--- src/design/assert_macros.svh ---
// assertion macros used by the solver core
`ifndef ASSERT_MACROS_SVH
`define ASSERT_MACROS_SVH
`ifndef ASSERT_OFF
`define ASSERT_IMPL(label, clk, rst_n, prop) \
    label: assert property (@(posedge clk) disable iff (!rst_n) prop) \
        else $error("assertion failed");
`define ASSERT_NEXT(label, clk, rst_n, cond, expr) \
    label: assert property (@(posedge clk) disable iff (!rst_n) (cond) |=> (expr)) \
        else $error("assertion failed");
`else
`define ASSERT_IMPL(label, clk, rst_n, prop)
`define ASSERT_NEXT(label, clk, rst_n, cond, expr)
`endif
`endif

--- src/design/bts_pkg.sv ---
// package with types and constants of the banded triangular solver
package bts_pkg;
    localparam int DATA_W   = 32;
    localparam int ACC_W    = 64;
    localparam int MAX_SIZE = 16;

    typedef enum logic [1:0] {
        OP_MATRIX = 2'd0,
        OP_RHS    = 2'd1,
        OP_SOLVE  = 2'd2,
        OP_NONE   = 2'd3
    } opcode_t;

    typedef enum logic [1:0] {
        ST_OK   = 2'd0,
        ST_ZERO = 2'd1,
        ST_SAT  = 2'd2
    } status_t;

    typedef enum logic [1:0] {
        CFG_DIRECTION = 2'd0,
        CFG_SIZE      = 2'd1,
        CFG_BAND      = 2'd2
    } cfg_index_t;

    typedef enum logic [3:0] {
        S_IDLE,
        S_ROW,
        S_RD,
        S_MUL,
        S_MAC,
        S_DIAG,
        S_DIV,
        S_DIVWAIT,
        S_FIN,
        S_OUT
    } state_t;

    typedef struct packed {
        logic start;
        logic busy;
        logic done;
    } div_ctl_t;
endpackage

--- src/design/bts_divider.sv ---
// iterative signed 64 by 32 divider, one quotient bit a cycle, truncating
module bts_divider (
    input  logic                           aclk,
    input  logic                           aresetn,
    input  logic                           start,
    input  logic signed [bts_pkg::ACC_W-1:0]  dividend,
    input  logic signed [bts_pkg::DATA_W-1:0] divisor,
    output bts_pkg::div_ctl_t              ctl,
    output logic signed [bts_pkg::ACC_W-1:0]  quotient
);
    import bts_pkg::*;

    logic [ACC_W-1:0] num_reg, num_next;
    logic [ACC_W-1:0] rem_reg, rem_next;
    logic [DATA_W-1:0] den_reg, den_next;
    logic neg_reg, neg_next;
    logic [6:0] cnt_reg, cnt_next;
    logic busy_reg, busy_next;
    logic done_reg, done_next;
    logic [ACC_W:0] trial;
    logic [ACC_W-1:0] shifted;

    always_comb begin
        shifted = {rem_reg[ACC_W-2:0], num_reg[ACC_W-1]};
        trial = {1'b0, shifted} - {{(ACC_W-DATA_W+1){1'b0}}, den_reg};
        num_next = num_reg;
        rem_next = rem_reg;
        den_next = den_reg;
        neg_next = neg_reg;
        cnt_next = cnt_reg;
        busy_next = busy_reg;
        done_next = 1'b0;
        if (start) begin
            num_next = dividend[ACC_W-1] ? ACC_W'(-dividend) : ACC_W'(dividend);
            den_next = divisor[DATA_W-1] ? DATA_W'(-divisor) : DATA_W'(divisor);
            neg_next = dividend[ACC_W-1] ^ divisor[DATA_W-1];
            rem_next = '0;
            cnt_next = 7'(ACC_W);
            busy_next = 1'b1;
        end else if (busy_reg) begin
            if (!trial[ACC_W]) begin
                rem_next = trial[ACC_W-1:0];
                num_next = {num_reg[ACC_W-2:0], 1'b1};
            end else begin
                rem_next = shifted;
                num_next = {num_reg[ACC_W-2:0], 1'b0};
            end
            cnt_next = cnt_reg - 7'd1;
            if (cnt_reg == 7'd1) begin
                busy_next = 1'b0;
                done_next = 1'b1;
            end
        end
    end

    always_ff @(posedge aclk) begin
        num_reg <= num_next;
        rem_reg <= rem_next;
        den_reg <= den_next;
        neg_reg <= neg_next;
        cnt_reg <= cnt_next;
        if (!aresetn) begin
            busy_reg <= 1'b0;
            done_reg <= 1'b0;
        end else begin
            busy_reg <= busy_next;
            done_reg <= done_next;
        end
    end

    assign quotient = neg_reg ? ACC_W'(-num_reg) : ACC_W'(num_reg);
    assign ctl.start = start;
    assign ctl.busy = busy_reg;
    assign ctl.done = done_reg;
endmodule
--- config.mk ---
export PLATFORM = sky130hd
export DESIGN_NAME = bts_divider
export DESIGN_NICKNAME = d
export VERILOG_FILES = /design/src/design/assert_macros.svh /design/src/design/bts_pkg.sv /design/src/design/bts_divider.sv
export SDC_FILE = /design/constraint.sdc
export NUM_CORES = 1
export LEC_CHECK = 0
export ABC_AREA = 0
export BUFFER_PORTS_ARGS = -buffer_cell sky130_fd_sc_hd__buf_2
export CELL_PAD_IN_SITES_DETAIL_PLACEMENT = 1
export CELL_PAD_IN_SITES_GLOBAL_PLACEMENT = 1
export CORE_MARGIN = 3
export CORE_UTILIZATION = 44
export CTS_CLUSTER_SIZE = 24
export DETAILED_ROUTE_END_ITERATION = 8
export PLACE_DENSITY_LB_ADDON = 0.1
export SKIP_LAST_GASP = 1
export SLEW_MARGIN = 20
export SYNTH_ARGS = -nofsm -noshare
export SYNTH_HDL_FRONTEND = slang
export SYNTH_SLANG_ARGS = --single-unit
--- constraint.sdc ---
create_clock -name aclk -period 4.98 [get_ports aclk]
set_input_delay 0.996 -clock aclk [delete_from_list [all_inputs] [get_ports aclk]]
set_output_delay 0.996 -clock aclk [all_outputs]
set_load 0.02 [all_outputs]
==> out/summary.log <==
INFO  status         run_status=finished, final reports clean
INFO  yosys          synth_area_leader_cell=edfxtp_1
INFO  global_route   largest_net_degree_at_the_start_of_global_routing=161
INFO  layout         area_delta_synth_final=13.6%
INFO  routing        remaining_drcs=0
INFO  timing         clock.fmax=208MHz
INFO  critical_path  critPathTopFamily=simple AND/OR/NAND/NOR gates
INFO  timing         hold_slack=487ps
INFO  critical_path  critPathCaptureType=primary output
INFO  floorplanning  ioPinCount=166
INFO  global_route   grt_first_pass_wirelength=61100µm
INFO  yosys          synth_adder_area_share=3.89%
INFO  floorplanning  design.die.area=30300µm²
INFO  yosys          synth_fp_nets=1633
INFO  critical_path  worst-endpoint-required=3980ps
INFO  timing         grt_setup_unrepaired=false
INFO  routing        top_layer=met4
INFO  yosys          yosysWarningCount=0
INFO  floorplanning  floorplan.initialDensity=45.4%
INFO  routing        routed-via-count=11600
INFO  yosys          synth.top_cells.by_count=nand2_1 (171), nor2_1 (164), xnor2_1 (118)
INFO  cts            tritoncts=yes
INFO  pwr            pwr-share-comb=33.4%
INFO  pwr            cellLeakagePower=5.33nW
INFO  layout         nNetsFinal=1751
INFO  critical_path  endpoint_arrival_time_on_the_critical_path=3810ps
INFO  yosys          largest_family_of_logic_cells_by_synthesized_area=simple AND/OR/NAND/NOR gates
INFO  layout         largest_register_ffs=64
INFO  routing        detailedRoute.firstIterationViolations=752
INFO  yosys          portion_of_netlist_area_occupied_by_mux_cells=0.877%
INFO  critical_path  crit_fanout=5
INFO  yosys          synth_compound_gate_area_share=20.0%
INFO  timing         fin_worst_skew=12.4ps
INFO  cts            worst_skew_pair.late_latency=430ps
INFO  timing         report.final.hold_viol_count=0
INFO  global_route   grtUsageTotal=24.4%
INFO  yosys          synth-seq-cells=169
INFO  layout         design_area=14100µm²
INFO  global_route   antenna_found_initial=1
INFO  pwr            p_per_area=337nW/µm²
INFO  routing        viasPerCell=5.81
INFO  yosys          number_of_enable_type_register_cells_in_the_synthesized_netlist=97
INFO  timing         final_max_slew_viol_count=0
INFO  routing        routed-wl-met3=1420µm
INFO  routing        avgRoutedWirePerCell=18.8µm
INFO  cts            post_cts.repair.setup_buffers=0
INFO  yosys          proportion_of_netlist_area_held_by_the_largest_area_contributor=23.5%
INFO  routing        route.layer.met1.wl=16900µm
INFO  yosys          post_synth_num_cell_types=66
INFO  pwr            cell_internal_pwr=3.00mW
INFO  routing        route.antenna.remaining_nets=0
INFO  place          placed_cell_area=13500µm²
INFO  critical_path  cp_num_buf_inv=1
INFO  routing        drt_pre_antenna_iters=5
INFO  global_route   remaining_global_route_overflow=0
INFO  place          routabilityCongestion=0.850
INFO  critical_path  crit_chain=or4_4, or4_1, or2_2, or3_1, nor2_2, and3_1, nand4_1, o21ai_0, xnor2_1, buf_2
INFO  yosys          share_of_the_synthesized_netlist_area_taken_by_xor_and_xnor_gates=14.8%
INFO  pwr            power_switching_share=36.8%
INFO  place          port-buffer-count=165
INFO  yosys          netlist_area=12400µm²
INFO  floorplanning  dieWidth=174µm
INFO  critical_path  crit_type=flip-flop to primary output
INFO  pwr            total_switching_power=1.75mW
INFO  min_path       hold_path.class=flip-flop to flip-flop
INFO  timing         setup_viol=0
INFO  floorplanning  core=27300µm²
INFO  yosys          average_cell_area_after_synthesis=8.30µm²
INFO  yosys          synth_simple_gate_area_share=21.1%
INFO  timing         final.setup.tns=0ps
INFO  timing         tightestPinTransition=861ps
INFO  critical_path  worst_path_max_stage_delay=550ps
INFO  cts            tritoncts_num_sinks=169
INFO  cts            worst_setup_hold_path_clk_slew=70ps
INFO  timing         final_period_utilization=96.5%
INFO  yosys          biggest_area_contributors_in_the_synthesized_netlist=edfxtp_1 (23%), dfxtp_1 (12%), xnor2_1 (8.3%), xor2_1 (6.5%), nand2_1 (5.2%)
INFO  run            cap_violations=0
INFO  cts            cts_bufs_inserted=17
INFO  cts            h-tree-depth=4
INFO  pwr            clkPwrFrac=27.6%
INFO  cts            cts-root-buf=clkbuf_16
INFO  floorplanning  dieHeight=174µm
INFO  place          post-dp-hpwl=28000µm
INFO  pwr            max-vdd-ir-drop=194µV
INFO  timing         timing.slew.headroom=42.0%
INFO  yosys          ys_seq_area_share=35.1%
INFO  yosys          async_flop_share=0%
INFO  routing        drt_total_wl=37500µm
INFO  cts            number_of_gates_resized_after_cts=0
INFO  timing         final_period_demand_of_the_worst_path=4810ps
INFO  cts            cts.path.max_buffers=2
INFO  critical_path  worstSetupStartpointType=flip-flop
INFO  layout         final_layout_size_suffix_gt1_share=15.2%
INFO  yosys          yosysMostFrequentCell=nand2_1
INFO  yosys          predominant_post_synthesis_flop_cell=edfxtp_1
INFO  routing        dr_wl_met2=18700µm
INFO  global_route   first_global_vias=11700
INFO  cts            cts.hold.buffers_added=0
INFO  critical_path  critPathSlowestCell=or4_4
INFO  layout         nFillCells=3392
INFO  floorplanning  row_count=60
INFO  pwr            seq_power_share=39.0%
INFO  yosys          netlist_instances=1496
==> worst min-delay path, cell delays in order, from the launching register on <==
cell and delay, ps:
dfxtp_1 330, nand2_1 50, o21ai_0 60
==> final timing paths <==
kind	startpoint	endpoint	slack (ps)	cells past startpoint
setup / recovery	num_reg[34]	quotient[59]	170	10
hold / removal	rem_reg[1]	rem_reg[1]	490	2
setup reg to reg	num_reg[63]	rem_reg[42]	1000	12
hold reg to reg	rem_reg[1]	rem_reg[1]	490	2
==> kinds of logic after synthesis <==
family,count (synthesis)
AND/OR/NAND/NOR,547
AO/OA/AOI/OAI,387
XOR/XNOR,210
flip-flops,169
buffers and inverters,135
adder cells (fa/ha/maj),38
multiplexers,10
==> cell usage in the layout (no fill, tap or decap), types with 34 or more instances in the layout <==
cell        n
nor3_1     34
xnor2_1   118
dfxtp_1    71
nor2_1    163
nand2_1   171
edfxtp_1   97
o31ai_1    44
buf_2     164
a21oi_1   104
inv_1      51
o21ai_0   105
ha_1       37
xor2_1     92
==> layout make-up <==
cell class	count	area, µm²	area share, %
Clock inverter	10	91.3	0.648
Clock buffer	22	467	3.31
Antenna cell	1	2.50	0.0177
Inverter	52	195	1.38
Multi-Input combinational cell	1192	7550	53.5
Sequential cell	169	4360	30.9
Tap cell	372	465	3.30
Timing Repair Buffer	182	972	6.90
==> metal layers <==
metal	up-vias	GRT usage [%]
li1	5633	-
met1	5678	31.8
met2	261	42.9
met3	39	3.01
met4	0	6.00
met5	-	0
==> power by group through the flow <==
stage                     Combinational (mW)  Clock (mW)  Sequential [mW]
final                                   1.59        1.31             1.85
after global routing                    1.76        1.40             1.88
after CTS                               1.59        1.34             1.85
after detailed placement                1.58           0             1.88
after global placement                  1.54           0             1.87
after floorplan                         1.16           0             1.79
==> per-stage QoR <==
| stage | instances | setup WS [ps] | utilization (%) | power [mW] |
|---|---|---|---|---|
| final | 2000 | 172 | 51.6 | 4.75 |
| after floorplan | 1496 | 907 | - | 2.96 |
| after CTS | 1999 | 120 | 51.6 | 4.78 |
| after global placement | 1967 | 669 | 49.5 | 3.41 |
| after global routing | 2000 | 6.82 | 51.6 | 5.04 |
| after detailed placement | 1967 | 592 | 49.5 | 3.46 |
No activity file was read; power rests on OpenSTA's default activity.
